`config.mk`:
```
export PLATFORM = sky130hd
export DESIGN_NAME = cbor_item_length_tracker
export DESIGN_NICKNAME = d
export VERILOG_FILES = /design/src/hdl/cilt_pkg.sv /design/src/hdl/cilt_stack.sv /design/src/hdl/cbor_item_length_tracker.sv
export VERILOG_INCLUDE_DIRS = /design/src /design/src/hdl
export SDC_FILE = /design/constraint.sdc
export NUM_CORES = 1
export LEC_CHECK = 0
export ABC_AREA = 1
export BUFFER_PORTS_ARGS = -buffer_cell sky130_fd_sc_hd__buf_2
export CAP_MARGIN = 20
export CORE_ASPECT_RATIO = 1.4
export CORE_UTILIZATION = 58
export CTS_BUF_LIST = sky130_fd_sc_hd__clkbuf_2 sky130_fd_sc_hd__clkbuf_4 sky130_fd_sc_hd__clkbuf_8
export DETAILED_ROUTE_END_ITERATION = 10
export PLACE_DENSITY = 0.81
export SYNTH_ARGS = -nofsm -noshare
export SYNTH_HDL_FRONTEND = slang
export SYNTH_SLANG_ARGS = --single-unit
```
`constraint.sdc`:
```
create_clock -name aclk -period 2.6 [get_ports aclk]
set_input_delay 0.13 -clock aclk [delete_from_list [all_inputs] [get_ports aclk]]
set_output_delay 0.13 -clock aclk [all_outputs]
set_load 0.1 [all_outputs]
```
`src/hdl/assert_macros.svh`:
```
// Assertion helpers shared by the tracker RTL.
`ifndef ASSERT_MACROS_SVH
`define ASSERT_MACROS_SVH

// Checked on every clock edge while out of reset.
`define CILT_ASSERT(label, clk, rstn, prop, msg) \
    label: assert property (@(posedge clk) disable iff (!rstn) prop) else $error(msg);

// Checked on every clock edge, reset included.
`define CILT_ASSERT_ALWAYS(label, clk, prop, msg) \
    label: assert property (@(posedge clk) prop) else $error(msg);

`endif

```
`src/hdl/cilt_pkg.sv`:
```
package cilt_pkg;

    localparam int NEST_DEPTH = 8;
    localparam int SIZE_WIDTH = 16;

    localparam int LVL_W  = $clog2(NEST_DEPTH + 1);
    localparam int IDX_W  = (NEST_DEPTH > 1) ? $clog2(NEST_DEPTH) : 1;
    localparam int CNT_W  = 9;
    localparam int SKIP_W = 8;
    localparam int ITEM_SIZE_W = 16;

    localparam logic [SIZE_WIDTH-1:0] SIZE_MAX = '1;

    // Major types
    localparam logic [2:0] MT_UINT  = 3'd0;
    localparam logic [2:0] MT_NINT  = 3'd1;
    localparam logic [2:0] MT_BSTR  = 3'd2;
    localparam logic [2:0] MT_TSTR  = 3'd3;
    localparam logic [2:0] MT_ARRAY = 3'd4;
    localparam logic [2:0] MT_MAP   = 3'd5;

    // Additional info thresholds
    localparam logic [4:0] AI_ONE_BYTE = 5'd24;
    localparam logic [4:0] AI_EIGHT_BYTE = 5'd27;

    typedef enum logic [1:0] {
        PH_HEADER = 2'd0,
        PH_SKIP   = 2'd1,
        PH_LEN    = 2'd2
    } phase_t;

    typedef enum logic [1:0] {
        PK_STRING = 2'd0,
        PK_ARRAY  = 2'd1,
        PK_MAP    = 2'd2
    } pend_kind_t;

    typedef enum logic [1:0] {
        ST_OK   = 2'd0,
        ST_ADDL = 2'd1,
        ST_TAG  = 2'd2,
        ST_DEEP = 2'd3
    } status_t;

    typedef struct packed {
        logic             elem_done;
        logic             push;
        logic [CNT_W-1:0] push_cnt;
        logic             clear;
    } stk_cmd_t;

    typedef struct packed {
        logic full;
        logic top_done;
    } stk_stat_t;

endpackage

```
`src/hdl/cilt_stack.sv`:
```
`include "assert_macros.svh"

module cilt_stack (
    input  logic                aclk,
    input  logic                aresetn,
    input  cilt_pkg::stk_cmd_t  cmd,
    output cilt_pkg::stk_stat_t stat
);

    logic [cilt_pkg::LVL_W-1:0] lvl_reg;
    logic [cilt_pkg::LVL_W-1:0] lvl_next;
    logic [cilt_pkg::CNT_W-1:0] rem_reg  [cilt_pkg::NEST_DEPTH];
    logic [cilt_pkg::CNT_W-1:0] rem_next [cilt_pkg::NEST_DEPTH];

    logic                       found;
    logic [cilt_pkg::IDX_W-1:0] tgt;

    // Innermost open level that survives a completion: the cascade pops every
    // level above it that was waiting on its last element.
    always_comb begin
        found = 1'b0;
        tgt   = '0;
        for (int j = 0; j < cilt_pkg::NEST_DEPTH; j++) begin
            if (cilt_pkg::LVL_W'(j) < lvl_reg && rem_reg[j] != cilt_pkg::CNT_W'(1)) begin
                found = 1'b1;
                tgt   = cilt_pkg::IDX_W'(j);
            end
        end
    end

    assign stat.full     = (lvl_reg == cilt_pkg::LVL_W'(cilt_pkg::NEST_DEPTH));
    assign stat.top_done = !found;

    always_comb begin
        priority if (cmd.clear) begin
            lvl_next = '0;
        end else if (cmd.push) begin
            lvl_next = lvl_reg + cilt_pkg::LVL_W'(1);
        end else if (cmd.elem_done) begin
            lvl_next = found ? cilt_pkg::LVL_W'(tgt) + cilt_pkg::LVL_W'(1) : '0;
        end else begin
            lvl_next = lvl_reg;
        end
    end

    always_comb begin
        for (int j = 0; j < cilt_pkg::NEST_DEPTH; j++) begin
            rem_next[j] = rem_reg[j];
            if (!cmd.clear && cmd.push && lvl_reg == cilt_pkg::LVL_W'(j)) begin
                rem_next[j] = cmd.push_cnt;
            end else if (!cmd.clear && cmd.elem_done && found &&
                         tgt == cilt_pkg::IDX_W'(j)) begin
                rem_next[j] = rem_reg[j] - cilt_pkg::CNT_W'(1);
            end
        end
    end

    always_ff @(posedge aclk) begin
        if (!aresetn) begin
            lvl_reg <= '0;
        end else begin
            lvl_reg <= lvl_next;
        end
    end

    always_ff @(posedge aclk) begin
        for (int j = 0; j < cilt_pkg::NEST_DEPTH; j++) begin
            rem_reg[j] <= rem_next[j];
        end
    end

    `CILT_ASSERT_ALWAYS(a_lvl_bound, aclk,
        !aresetn || lvl_reg <= cilt_pkg::LVL_W'(cilt_pkg::NEST_DEPTH),
        "stack level beyond nesting depth")
    `CILT_ASSERT(a_push_grows, aclk, aresetn,
        cmd.push && !cmd.clear |=> lvl_reg == $past(lvl_reg) + cilt_pkg::LVL_W'(1),
        "push did not open one level")
    `CILT_ASSERT(a_no_push_full, aclk, aresetn,
        cmd.push |-> !stat.full,
        "push into a full stack")

endmodule

```
`src/hdl/cbor_item_length_tracker.sv`:
```
// Byte-serial tracker for back-to-back top-level CBOR items. One byte enters per
// cycle on the s_ channel and every byte yields exactly one result on the m_
// channel, passing through an input register, then header
// decode plus a flip-flop nesting stack resolved combinationally, then an output
// register. Sustained rate is one byte per cycle; the only stall source is
// backpressure on m_ready. m_item_end marks the last byte of a top-level item
// or a byte that raised an error; m_item_size is the byte count of the item so
// far, saturating; m_status reports unsupported additional info, tags or
// simple/float values, and nesting deeper than the stack. An error clears all
// tracking state, so the next byte is taken as a fresh header.
`include "assert_macros.svh"

module cbor_item_length_tracker (
    input  logic        aclk,
    input  logic        aresetn,
    input  logic        s_valid,
    output logic        s_ready,
    input  logic [7:0]  s_data_byte,
    output logic        m_valid,
    input  logic        m_ready,
    output logic        m_item_end,
    output logic [15:0] m_item_size,
    output logic [1:0]  m_status
);

    // Input register
    logic       in_valid_reg;
    logic [7:0] in_byte_reg;

    // Tracking state
    cilt_pkg::phase_t            phase_reg, phase_next;
    cilt_pkg::pend_kind_t        pend_reg, pend_next;
    logic [cilt_pkg::SKIP_W-1:0] skip_reg, skip_next;
    logic [cilt_pkg::SIZE_WIDTH-1:0] run_reg, run_next;

    // Output register
    logic                                m_valid_reg;
    logic                                m_end_reg;
    logic [cilt_pkg::ITEM_SIZE_W-1:0]    m_size_reg;
    cilt_pkg::status_t                   m_status_reg;

    cilt_pkg::stk_cmd_t  stk_cmd;
    cilt_pkg::stk_stat_t stk_stat;

    logic advance;

    logic [2:0]                      major;
    logic [4:0]                      ai;
    logic [cilt_pkg::SIZE_WIDTH-1:0] size_inc;
    logic [cilt_pkg::SKIP_W-1:0]     skip_dec;
    logic                            done;
    logic                            open;
    logic [cilt_pkg::CNT_W-1:0]      open_cnt;
    cilt_pkg::status_t               dec_st;
    cilt_pkg::status_t               st;
    logic                            err;
    logic                            item_end;

    assign advance = in_valid_reg && (!m_valid_reg || m_ready);
    assign s_ready = !in_valid_reg || advance;

    assign major    = in_byte_reg[7:5];
    assign ai       = in_byte_reg[4:0];
    assign size_inc = (run_reg != cilt_pkg::SIZE_MAX) ?
                      run_reg + cilt_pkg::SIZE_WIDTH'(1) : run_reg;
    assign skip_dec = (skip_reg != '0) ? skip_reg - cilt_pkg::SKIP_W'(1) : skip_reg;

    always_comb begin
        done       = 1'b0;
        open       = 1'b0;
        open_cnt   = '0;
        dec_st     = cilt_pkg::ST_OK;
        phase_next = phase_reg;
        pend_next  = pend_reg;
        skip_next  = skip_reg;
        unique case (phase_reg)
            cilt_pkg::PH_SKIP: begin
                skip_next = skip_dec;
                if (skip_dec == '0) begin
                    done = 1'b1;
                end
            end
            cilt_pkg::PH_LEN: begin
                if (pend_reg == cilt_pkg::PK_STRING) begin
                    if (in_byte_reg == 8'd0) begin
                        done = 1'b1;
                    end else begin
                        skip_next  = in_byte_reg;
                        phase_next = cilt_pkg::PH_SKIP;
                    end
                end else begin
                    open_cnt = (pend_reg == cilt_pkg::PK_MAP) ?
                               {in_byte_reg, 1'b0} : {1'b0, in_byte_reg};
                    if (open_cnt == '0) begin
                        done = 1'b1;
                    end else begin
                        open = 1'b1;
                    end
                end
            end
            cilt_pkg::PH_HEADER: begin
                unique case (major)
                    cilt_pkg::MT_UINT, cilt_pkg::MT_NINT: begin
                        if (ai < cilt_pkg::AI_ONE_BYTE) begin
                            done = 1'b1;
                        end else if (ai <= cilt_pkg::AI_EIGHT_BYTE) begin
                            skip_next  = cilt_pkg::SKIP_W'(1) << ai[1:0];
                            phase_next = cilt_pkg::PH_SKIP;
                        end else begin
                            dec_st = cilt_pkg::ST_ADDL;
                        end
                    end
                    cilt_pkg::MT_BSTR, cilt_pkg::MT_TSTR: begin
                        if (ai < cilt_pkg::AI_ONE_BYTE) begin
                            if (ai == 5'd0) begin
                                done = 1'b1;
                            end else begin
                                skip_next  = cilt_pkg::SKIP_W'(ai);
                                phase_next = cilt_pkg::PH_SKIP;
                            end
                        end else if (ai == cilt_pkg::AI_ONE_BYTE) begin
                            pend_next  = cilt_pkg::PK_STRING;
                            phase_next = cilt_pkg::PH_LEN;
                        end else begin
                            dec_st = cilt_pkg::ST_ADDL;
                        end
                    end
                    cilt_pkg::MT_ARRAY, cilt_pkg::MT_MAP: begin
                        if (ai < cilt_pkg::AI_ONE_BYTE) begin
                            open_cnt = (major == cilt_pkg::MT_MAP) ?
                                       cilt_pkg::CNT_W'({ai, 1'b0}) : cilt_pkg::CNT_W'(ai);
                            if (open_cnt == '0) begin
                                done = 1'b1;
                            end else begin
                                open = 1'b1;
                            end
                        end else if (ai == cilt_pkg::AI_ONE_BYTE) begin
                            pend_next  = (major == cilt_pkg::MT_MAP) ?
                                         cilt_pkg::PK_MAP : cilt_pkg::PK_ARRAY;
                            phase_next = cilt_pkg::PH_LEN;
                        end else begin
                            dec_st = cilt_pkg::ST_ADDL;
                        end
                    end
                    default: begin
                        dec_st = cilt_pkg::ST_TAG;
                    end
                endcase
            end
            default: begin
                phase_next = cilt_pkg::PH_HEADER;
            end
        endcase
        if (done || open) begin
            phase_next = cilt_pkg::PH_HEADER;
        end
    end

    assign st       = (open && stk_stat.full) ? cilt_pkg::ST_DEEP : dec_st;
    assign err      = (st != cilt_pkg::ST_OK);
    assign item_end = err || (done && stk_stat.top_done);
    assign run_next = item_end ? '0 : size_inc;

    assign stk_cmd.elem_done = advance && done && !err;
    assign stk_cmd.push      = advance && open && !err;
    assign stk_cmd.push_cnt  = open_cnt;
    assign stk_cmd.clear     = advance && err;

    cilt_stack u_stack (
        .aclk    (aclk),
        .aresetn (aresetn),
        .cmd     (stk_cmd),
        .stat    (stk_stat)
    );

    // Control and tracking state
    always_ff @(posedge aclk) begin
        if (!aresetn) begin
            in_valid_reg <= 1'b0;
            m_valid_reg  <= 1'b0;
            phase_reg    <= cilt_pkg::PH_HEADER;
            pend_reg     <= cilt_pkg::PK_STRING;
            skip_reg     <= '0;
            run_reg      <= '0;
        end else begin
            if (s_ready) begin
                in_valid_reg <= s_valid;
            end
            if (advance) begin
                m_valid_reg <= 1'b1;
                if (err) begin
                    phase_reg <= cilt_pkg::PH_HEADER;
                    pend_reg  <= cilt_pkg::PK_STRING;
                    skip_reg  <= '0;
                end else begin
                    phase_reg <= phase_next;
                    pend_reg  <= pend_next;
                    skip_reg  <= skip_next;
                end
                run_reg <= run_next;
            end else if (m_ready) begin
                m_valid_reg <= 1'b0;
            end
        end
    end

    // Payload
    always_ff @(posedge aclk) begin
        if (s_ready && s_valid) begin
            in_byte_reg <= s_data_byte;
        end
        if (advance) begin
            m_end_reg    <= item_end;
            m_size_reg   <= cilt_pkg::ITEM_SIZE_W'(size_inc);
            m_status_reg <= st;
        end
    end

    assign m_valid     = m_valid_reg;
    assign m_item_end  = m_end_reg;
    assign m_item_size = m_size_reg;
    assign m_status    = m_status_reg;

    `CILT_ASSERT(a_err_ends, aclk, aresetn,
        m_valid && m_status != cilt_pkg::ST_OK |-> m_item_end,
        "error result without item end")
    `CILT_ASSERT(a_err_clears, aclk, aresetn,
        advance && err |=> phase_reg == cilt_pkg::PH_HEADER && run_reg == '0 &&
            skip_reg == '0,
        "state not cleared after error")
    `CILT_ASSERT(a_end_resets_size, aclk, aresetn,
        advance && item_end |=> run_reg == '0,
        "size count kept past item end")

endmodule

```
* Word-level counts from Yosys, hierarchy flattened *
Memories as Yosys holds them, arrays and structs flattened.
Cells that the tools add are included.

cells by class
  add/sub/neg operators = 12
  bitwise logic cells = 1
  mux-type cells = 98
  reductions and logical operators = 70
  multipliers = 0
  divide/modulo/power cells = 0
  equality and inequality tests = 52
  shift operators = 1
  order comparisons = 10

operators by type and width
  kind                     count
  $mux W9                  18
  $ne A9 B1 Y1 const B     8
  $sub A9 B1 Y9 const B    8
  $mux W8                  8
  $mux W2                  19
  $logic_and A1 B1 Y1      36
  $mux W16                 2
  $mux W1                  29
  $ne A4 B4 Y1 const B     6
  $pmux W8 S3              1
  $ne A3 B3 Y1 const B     7
  $eq A3 B3 Y1 const B     6
  $logic_not A9 Y1         2
  $mux W3                  6
  $mux W6                  3
  $pmux W9 S2              1
  $reduce_and A9 Y1        2
  $add A16 B1 Y16 const B  1
  $eq A4 B3 Y1 const B     4
  $logic_not A8 Y1         2
  $lt A3 B4 Y1 const A     4
  $ne A16 B16 Y1 const B   1
  $pmux W8 S2              1
  $ne A5 B5 Y1 const B     3
  other kinds (38)         66

word-level totals
  ROM bits = 0
  memories kept = 1
  bits in registers = 61
  bits in writable memories = 72
  output and inout bits = 21
  latch bits = 0

memory list
  name             words  bits a word  rd ports  clocked after Yosys merged registers in  wr ports  RTL line          RTL
  u_stack.rem_reg  8      9            8         0                                        8         cilt_stack.sv:12  logic [cilt_pkg::CNT_W-1:0] rem_reg [cilt_pkg::NEST_DEPTH];

* Depth between registers and ports, before layout *
Gate-level depths: netlist of run 1.

  word-level depth = 17
  mapped depth = 17
  mapped depth without buffers = 17

* Modules after synthesis *
A second synthesis of run 1 with hierarchy kept.

unflattened totals
  cells, all modules = 1034
  area total of the unflattened synthesis = 8506.9 sq um

modules (own cells, without submodules)
  module                    area an instance (sq um)  cells each  times used
  cilt_stack                5129.9                    577         1
  cbor_item_length_tracker  3377.0                    457         1

* Worst setup path before layout of run 1 *
OpenSTA, ideal clock, no wires.

  path type = register -> register
  start = register m_valid_reg (netlist: m_valid)
  end = register in_byte_reg[0], enable pin
  setup time = 0.279 ns
  path slack = -0.141 ns
  arrival time = 2.462 ns
  clock period less this slack = 2.741 ns
  cell stages (with the launch flop) = 4
  cell sequence = dfxtp_1 -> nand3_1 -> nand2_1 -> inv_1

on the way
  cells in the longest elaborated chain, start to end = 5

RTL lines
  what                    RTL line                         RTL
  start, declared         cbor_item_length_tracker.sv:37   logic m_valid_reg;
  start signal, assigned  cbor_item_length_tracker.sv:180  m_valid_reg <= 1'b0;
  start signal, assigned  cbor_item_length_tracker.sv:190  m_valid_reg <= 1'b1;
  start signal, assigned  cbor_item_length_tracker.sv:202  m_valid_reg <= 1'b0;
  $logic_not A1 Y1        cbor_item_length_tracker.sv:59   assign advance = in_valid_reg && (!m_valid_reg || m_ready);
  $logic_or A1 B1 Y1      cbor_item_length_tracker.sv:59
  $logic_and A1 B1 Y1     cbor_item_length_tracker.sv:59
  $logic_or A1 B1 Y1      cbor_item_length_tracker.sv:60   assign s_ready = !in_valid_reg || advance;
  net s_ready             cbor_item_length_tracker.sv:17   output logic s_ready,
  $logic_and A1 B1 Y1     cbor_item_length_tracker.sv:209  if (s_ready && s_valid) begin
  end signal, assigned    cbor_item_length_tracker.sv:210  in_byte_reg <= s_data_byte;
  end, declared           cbor_item_length_tracker.sv:28   logic [7:0] in_byte_reg;

The timed path passes the listed nets, and every way through them passes these cells.
A chain may end at the register's enable or synchronous reset.

==> summary.md, run 1 <==
| Metric | Value |
|---|---|
| Number of nets produced by synthesis | 1029 |
| List of most frequent post-synthesis cells | sky130_fd_sc_hd__nand2_1, sky130_fd_sc_hd__inv_1, sky130_fd_sc_hd__edfxtp_1 |
| Slew Limit Headroom | 62.20% |
| Library cell with the largest summed area after synthesis | sky130_fd_sc_hd__edfxtp_1 |
| WP data required | 2790 ps |
| Adder-cell share of the synthesized area | 4.093% |
| First-pass GRT wire length | 30.70 mm |
| Wirelength, routed | 19.42 mm |
| Number of endpoints failing setup at the final stage | 0 |
| Reported max-cap violation count | 0 |
| Leakage Power | 4.005 nW |
| Number of synthesis warnings | 0 |
| Initial DRC Count | 369 |
| Number of core rows | 51 |
| Post-synthesis xor/xnor area fraction | 7.003% |
| Sequential area share after synthesis | 44.26% |
| F_max | 402.7 MHz |
| Synthesized flop and latch total | 133 |
| Max FO, Critical Path | 13 |
| Routability congestion estimate | 0.9301 |
| Number of flip-flops under the largest register name | 72 |
| Sw Pwr | 1.371 mW |
| Via count of the first global-routing pass | 6633 |
| Final design area excluding fillers | 0.009609 mm2 |
| Sequential share of power | 48.3% |
| Antenna violations before repair | 0 |
| Run status | completed |
| CTS HTree Levels | 4 |
| Post-synth ARST share | 0% |
| Antenna viol nets, final | 0 |
| Clock-pin slew on the worst setup and hold paths | 80 ps |
| Max-slew violation count | 0 |
| Largest family of logic cells by synthesized area | simple AND/OR/NAND/NOR gates |
| Clock Skews | 16.48 ps |
| P per Cell Area | 503.9 mW/mm2 |
| Number of inserted filler cells in the final layout | 1101 |
| Post-synthesis average cell area | 8.338 um2 |
| Worst setup path startpoint | in_byte_reg[7] |
| Placed Cells incl. Taps | 1227 |
| Top_reg_cell synth | sky130_fd_sc_hd__edfxtp_1 |
| Pre-CTS setup slack | 8.989 ps |
| Half-perimeter wire length after detailed placement | 13.29 mm |
| Vias post-DR | 7059 |
| Most used standard cell by instance count after synthesis | sky130_fd_sc_hd__nand2_1 |
| Crit path capture type | flip-flop |
| I/O pin cnt | 33 |
| Internal Power | 3.471 mW |
| Top post-synthesis cells by area | sky130_fd_sc_hd__edfxtp_1, sky130_fd_sc_hd__nand2_1, sky130_fd_sc_hd__dfxtp_1 |
| Floorplan die height | 143.2 um |
| Ratio of cells with drive above 1 in the final layout | 19.27% |
| Maximum clock path buffer count | 2 |
| Die Footprint | 0.01472 mm2 |
| Launch point of the worst reg-to-reg path | in_byte_reg[7] |
| Number of remaining DRC errors | 0 |
| Final Core Density | 69.08% |
| Time the final worst path needs with I/O delays and setup | 2483 ps |
| Core Footprint | 0.01391 mm2 |
| Count of mapped cells out of synthesis | 990 |
| Proportion of netlist area held by the largest area contributor | 36.02% |
| Number of vias per cell | 5.493 |
| Post-synth EDFFs | 99 |
| Clock tree from TritonCTS | built |
| Post-synthesis simple-gate area fraction | 25.92% |
| Mux cell area share after synthesis | 0% |
| Hold WC Path Type | in -> reg |
| Worst vdd ir | 380.8 uV |
| Number of hold violations in the final report | 0 |
| Least setup slack across all paths after layout | 116.6 ps |
| Number of nets in the layout | 1126 |
| TritonCTS buffer count | 17 |
| TritonRoute pass-1 iters | 5 |
| Largest net degree at the start of global routing | 29 |
| Count of buffers from port buffering | 32 |
| Synthesized-area fraction occupied by ao, oa, aoi and oai cells | 11.61% |
| Worst Setup Start Kind | flip-flop |
| Switching part of the total power | 28.32% |
| Number of antenna repair diodes | 0 |
| Total design power | 4.842 mW |
| GRT Resource Usage Total | 27.05% |
| Post-synthesis cell area | 0.008254 mm2 |
| Effective utilization at floorplan | 59.34% |
| Sink count of the clock tree | 133 |
| Crit share post-route | 95.52% |
| Clock tree root driver cell | sky130_fd_sc_hd__clkbuf_8 |
| Residual overflow from global routing | 0 |
| Area Growth Syn to Fin | 16.42% |
| Setup Crit Path Kind | reg -> reg |
| Detail-routed net length per standard cell | 15.11 um |
| Clock share of power | 37.7% |
| Die outline width | 102.8 um |
| Final Instance Count excl. Fillers | 1285 |
| Number of distinct library cells after synthesis | 52 |
| Worst-margin pin slew | 564.5 ps |
| Part of the total power dissipated in combinational logic | 14.1% |
| Clock latency reported for the late side of the worst-skew pair | 450 ps |
| Hold Startpoint | s_data_byte[7] |
| Data arrival, critical path | 2670 ps |
| Placed inst area | 0.008812 mm2 |
## metrics by stage
stage	hold slack (ps)	setup TNS (ps)
2_1_floorplan	228.9	-7137
3_3_place_gp	306.7	0
3_5_place_dp	308.4	0
4_1_cts	372.9	0
5_1_grt	381.8	-449.8
6_report	392.2	0
## path summary, 6_finish.rpt
path	end	slack (ps)	depth (start not counted)
setup / recovery	u_stack.rem_reg[1][0]	120	13
hold reg to reg	skip_reg[1]	490	2
setup reg to reg	u_stack.rem_reg[1][0]	120	13
hold / removal	in_byte_reg[7]	390	2
## routing by layer
metal	part of all wire [%]	up-vias	global-route usage (%)
met3	4.3	43	4.797
met4	3.1	0	11.19
li1	-	3510	-
met5	0	-	0
met1	39	3303	30.10
met2	54	203	49.72
## cell families (layout without fill, tap and decap cells)
kind of cell,after synthesis,after routing
simple gates,460,460
compound gates,167,167
buf+inv,137,247
flops,133,133
xor+xnor,66,66
fa+ha+maj,27,27
## cell type report
class | instances | area [um2] | share of cell area [%]
clock buffer | 18 | 241.5 | 2.513
clock inverter | 14 | 175.2 | 1.823
inverter | 118 | 464.2 | 4.831
multi-input combinational | 720 | 4151 | 43.20
sequential | 133 | 3657 | 38.06
tap | 185 | 231.5 | 2.409
timing repair buffer | 97 | 688.2 | 7.161
## critical path, cell delays in order (launching register included)
cell and delay, ps:
sky130_fd_sc_hd__edfxtp_1 550, sky130_fd_sc_hd__nor2_4 230, sky130_fd_sc_hd__inv_2 70, sky130_fd_sc_hd__nand2_1 80, sky130_fd_sc_hd__nand2_1 60, sky130_fd_sc_hd__nand4_1 180
sky130_fd_sc_hd__nand3_4 150, sky130_fd_sc_hd__inv_4 130, sky130_fd_sc_hd__nand2_8 110, sky130_fd_sc_hd__inv_6 120, sky130_fd_sc_hd__nand2_2 170, sky130_fd_sc_hd__buf_4 210
sky130_fd_sc_hd__nand2_1 60, sky130_fd_sc_hd__o21ai_0 80
## power by group through the flow
stage / Combinational [mW] / Clock, mW / Sequential (mW)
after floorplan: 0.361 / 0 / 2.50
after global placement: 0.599 / 0 / 2.39
after detailed placement: 0.607 / 0 / 2.39
after CTS: 0.625 / 1.84 / 2.34
after global routing: 0.736 / 1.91 / 2.34
final: 0.680 / 1.83 / 2.34
## timing repair
item | in CTS | in global routing
pin swaps | 0 | 4
endpoints found under the setup margin | 7 | 120
buffers inserted | 0 | 9
resized for setup | 2 | 54
hold endpoints to repair | 12 | 0
hold buffers | 12 | 0
gates cloned | 0 | 5
## placed cells by master, fill, tap and decap left out, types with 5 or more instances in the layout
master,synthesis,layout
sky130_fd_sc_hd__o21ai_2,12,15
sky130_fd_sc_hd__o21ai_1,13,15
sky130_fd_sc_hd__nand3_1,65,65
sky130_fd_sc_hd__inv_4,3,6
sky130_fd_sc_hd__nand2_1,221,216
sky130_fd_sc_hd__nor2_1,94,86
sky130_fd_sc_hd__dlygate4sd3_1,0,12
sky130_fd_sc_hd__xnor2_1,15,15
sky130_fd_sc_hd__inv_2,14,13
sky130_fd_sc_hd__clkbuf_8,0,17
sky130_fd_sc_hd__a21oi_1,38,37
sky130_fd_sc_hd__nand2_4,3,6
sky130_fd_sc_hd__buf_2,6,34
sky130_fd_sc_hd__xor2_1,51,51
sky130_fd_sc_hd__inv_1,100,98
sky130_fd_sc_hd__nor2_2,6,13
sky130_fd_sc_hd__nor3_1,19,19
sky130_fd_sc_hd__nand4_1,14,14
sky130_fd_sc_hd__dfxtp_1,34,31
sky130_fd_sc_hd__edfxtp_1,99,99
sky130_fd_sc_hd__ha_1,27,26
sky130_fd_sc_hd__nand2_2,8,10
sky130_fd_sc_hd__nor2_4,4,5
sky130_fd_sc_hd__o211ai_1,7,7
sky130_fd_sc_hd__o21ai_0,77,71
sky130_fd_sc_hd__buf_4,1,47
(Power assumes the default switching activity.)
==> inputs of run 2 (changes only) <==
--- a/config.mk
+++ b/config.mk
@@ -10,10 +10,10 @@
 export BUFFER_PORTS_ARGS = -buffer_cell sky130_fd_sc_hd__buf_2
 export CAP_MARGIN = 20
 export CORE_ASPECT_RATIO = 1.4
-export CORE_UTILIZATION = 58
+export CORE_UTILIZATION = 60
 export CTS_BUF_LIST = sky130_fd_sc_hd__clkbuf_2 sky130_fd_sc_hd__clkbuf_4 sky130_fd_sc_hd__clkbuf_8
 export DETAILED_ROUTE_END_ITERATION = 10
-export PLACE_DENSITY = 0.81
+export PLACE_DENSITY = 0.8
 export SYNTH_ARGS = -nofsm -noshare
 export SYNTH_HDL_FRONTEND = slang
 export SYNTH_SLANG_ARGS = --single-unit
==> constraint.sdc (replaced) <==
create_clock -name aclk -period 3 [get_ports aclk]
set_input_delay 0.15 -clock aclk [delete_from_list [all_inputs] [get_ports aclk]]
set_output_delay 0.15 -clock aclk [all_outputs]
set_load 0.1 [all_outputs]
==> summary.md, run 2 (synthesis gave the netlist of run 1 again) <==
| Metric | Value |
|---|---|
| Run status | completed |
| Hold Startpoint | s_valid |
| Number of vias per cell | 5.450 (-0.79%) |
| Worst Hold Path Cells | 3 (+1) |
| Antenna viol nets, final | 0 (unchanged) |
| Number of nets in the layout | 1090 (-3.2%) |
| Destination of the worst hold path | in_valid_reg |
| Data arrival, critical path | 2820 ps (+150 ps) |
| Crit share post-route | 90.06% (-5.5 points) |
| Max-slew violation count | 0 (unchanged) |
| Worst setup path startpoint | in_byte_reg[7] |
| Routability congestion estimate | 0.9545 (+2.6%) |
| Number of inserted filler cells in the final layout | 1112 (+1.0%) |
| Effective utilization at floorplan | 61.65% (+2.3 points) |
| Final Instance Count excl. Fillers | 1246 (-3.0%) |
| Reg2reg setup slack | 300 ps (+180 ps) |
| RSZ-0062 raised after global routing | no |
| Leakage Power | 3.792 nW (-5.3%) |
| Endpoint of the most critical register-to-register path | u_stack.rem_reg[0][27] |
| Ratio of cells with drive above 1 in the final layout | 14.00% (-5.3 points) |
| Slew Limit Headroom | 47.04% (-15 points) |
| CTS HTree Levels | 4 (unchanged) |
| Number of core rows | 50 (-2.0%) |
| Clock Skews | 11.68 ps (-4.803 ps) |
| Vias post-DR | 6791 (-3.8%) |
| Final Core Density | 68.36% (-0.72 points) |
| Sequential cell area in the final layout | 0.003654 mm2 (-0.10%) |
| Launch point of the worst reg-to-reg path | in_byte_reg[7] |
| Sw Pwr | 1.249 mW (-8.9%) |
| Clock tree from TritonCTS | built |
| WP data required | 3120 ps (+330 ps) |
| Sink count of the clock tree | 133 (unchanged) |
| Clock-pin slew on the worst setup and hold paths | 90 ps (about the same) |
| Core Footprint | 0.01339 mm2 (-3.8%) |
| Wirelength, routed | 18.58 mm (-4.3%) |
| Half-perimeter wire length after detailed placement | 13.34 mm (+0.33%) |
| Worst Setup Start Kind | flip-flop |
| TritonCTS buffer count | 17 (unchanged) |
| Area Growth Syn to Fin | 10.87% |
| Clock latency reported for the late side of the worst-skew pair | 450 ps (about the same) |
| I/O pin cnt | 33 (unchanged) |
| First-pass GRT wire length | 30.61 mm (-0.29%) |
| Die Footprint | 0.01424 mm2 (-3.3%) |
| Hold WC Path Type | in -> reg |
| Floorplan die height | 140.8 um (-1.7%) |
| Antenna violations before repair | 0 (unchanged) |
| Leading cell type in the layout, fill and taps excluded | sky130_fd_sc_hd__nand2_1 |
| Switching part of the total power | 30.57% (+2.3 points) |
| Part of the total power dissipated in combinational logic | 13.3% (-0.8 points) |
| Number of endpoints failing setup at the final stage | 0 (unchanged) |
| F_max | 370.1 MHz (-8.1%) |
| Worst hold-check slack | 61.82 ps (-330.4 ps) |
| Placed Cells incl. Taps | 1204 (-1.9%) |
| Residual overflow from global routing | 0 (unchanged) |
| TritonRoute pass-1 iters | 5 (unchanged) |
| Via count of the first global-routing pass | 6602 (-0.47%) |
| Clock tree root driver cell | sky130_fd_sc_hd__clkbuf_8 |
| Detail-routed net length per standard cell | 14.91 um (-1.3%) |
| Count of buffers from port buffering | 32 (unchanged) |
| Final design area excluding fillers | 0.009151 mm2 (-4.8%) |
| Number of gates resized after CTS | 0 (-2) |
| Number of antenna repair diodes | 0 (unchanged) |
| Largest net degree at the start of global routing | 29 (unchanged) |
| Final-layout setup total negative slack | 0 ps (unchanged) |
| GRT Resource Usage Total | 27.82% (+0.77 points) |
| Initial DRC Count | 428 (+16%) |
| Setup Crit Path Kind | reg -> reg |
| Max FO, Critical Path | 11 (-2) |
| Number of hold violations in the final report | 0 (unchanged) |
| Sequential share of power | 49.6% (+1.3 points) |
| P per Cell Area | 446.3 mW/mm2 (-11%) |
| Worst-margin pin slew | 791.5 ps (+227.0 ps) |
| Number of setup buffers added after CTS | 0 (unchanged) |
| Time the final worst path needs with I/O delays and setup | 2702 ps (+218.4 ps) |
| Total area of multi-input combinational cells | 0.004014 mm2 (-3.3%) |
| Maximum clock path buffer count | 2 (unchanged) |
| Commonest non-fill, non-tap cells in the layout | sky130_fd_sc_hd__nand2_1, sky130_fd_sc_hd__inv_1, sky130_fd_sc_hd__edfxtp_1, sky130_fd_sc_hd__nor2_1, sky130_fd_sc_hd__o21ai_0 |
| Number of flip-flops under the largest register name | 72 (unchanged) |
| Crit path capture type | flip-flop |
| Reported max-cap violation count | 0 (unchanged) |
| Die outline width | 101.1 um (-1.6%) |
| Number of remaining DRC errors | 0 (unchanged) |
| Logic depth of the worst register-to-register path | 11 (-2) |
| Clock share of power | 37.1% (-0.6 points) |
| Internal Power | 2.836 mW (-18%) |
| Placed inst area | 0.008653 mm2 (-1.8%) |
| Worst vdd ir | 329.6 uV (-13%) |
==> run 2: changes by cell type in the layout (fill, tap and decap cells not counted), moves of 4 or more <==
cell	previous run	this run
sky130_fd_sc_hd__buf_4	47	19
sky130_fd_sc_hd__buf_6	4	0
sky130_fd_sc_hd__inv_8	0	4
sky130_fd_sc_hd__nand2_1	216	221
sky130_fd_sc_hd__nor2_1	86	94
sky130_fd_sc_hd__nor2_2	13	6
sky130_fd_sc_hd__o21ai_0	71	77
==> run 2: per-layer routing <==
layer / up-vias / global-route usage [%] / wire (um)
li1: 3449 / - / -
met1: 3109 / 30.96 / 7305
met2: 179 / 50.05 / 9743
met3: 54 / 5.255 / 841
met4: 0 / 13.58 / 684
met5: - / 0 / 0
==> run 2: layout make-up <==
class | count | area share [%]
Clock buffer | 17 | 2.557
Clock inverter | 15 | 1.791
Inverter | 118 | 4.977
Multi-Input combinational cell | 720 | 43.86
Sequential cell | 133 | 39.92
Tap cell | 182 | 2.488
Timing Repair Buffer | 61 | 4.403
==> run 2: how the worst max path moves through the flow <==
| stage | slack (ps) | endpoint |
|---|---|---|
| 4_1_cts | 320 | u_stack.rem_reg[1][34] |
| 2_1_floorplan | 260 | in_byte_reg[0] |
| 6_report | 300 | u_stack.rem_reg[0][27] |
| 3_3_place_gp | 400 | u_stack.rem_reg[0][27] |
| 5_1_grt | 20 | u_stack.rem_reg[0][29] |
| 3_5_place_dp | 340 | u_stack.rem_reg[1][33] |
==> run 2: stage by stage <==
| step | power (mW) | setup slack (ps) |
|---|---|---|
| global route | 4.231 | 16.17 |
| detailed placement | 2.592 | 337.8 |
| floorplan | 2.475 | 258.8 |
| global placement | 2.590 | 399.5 |
| CTS | 4.097 | 316.6 |
| finish | 4.084 | 298.1 |
==> run 2: what timing repair did <==
action                                 4_1_cts  5_1_grt
endpoints found under the hold margin       11        0
setup endpoints to repair                    0        0
hold buffers                                10        0
==> run 2: power by group through the flow <==
stage | Combinational (mW) | Clock, mW | Sequential [mW]
after floorplan | 0.312 | 0 | 2.16
after global placement | 0.523 | 0 | 2.07
after detailed placement | 0.524 | 0 | 2.07
after CTS | 0.537 | 1.53 | 2.03
after global routing | 0.588 | 1.61 | 2.03
final | 0.543 | 1.51 | 2.03
==> run 2: critical path, cell delays in order (launching register included) <==
cell and delay [ps]:
sky130_fd_sc_hd__edfxtp_1 540, sky130_fd_sc_hd__nor2_1 290, sky130_fd_sc_hd__nand3_1 110, sky130_fd_sc_hd__nand3_1 100
sky130_fd_sc_hd__nand2_2 80, sky130_fd_sc_hd__nand2_2 100, sky130_fd_sc_hd__nand3_4 110, sky130_fd_sc_hd__inv_4 120
sky130_fd_sc_hd__nand2_8 100, sky130_fd_sc_hd__nor3_4 320, sky130_fd_sc_hd__inv_2 180, sky130_fd_sc_hd__nand2_1 320
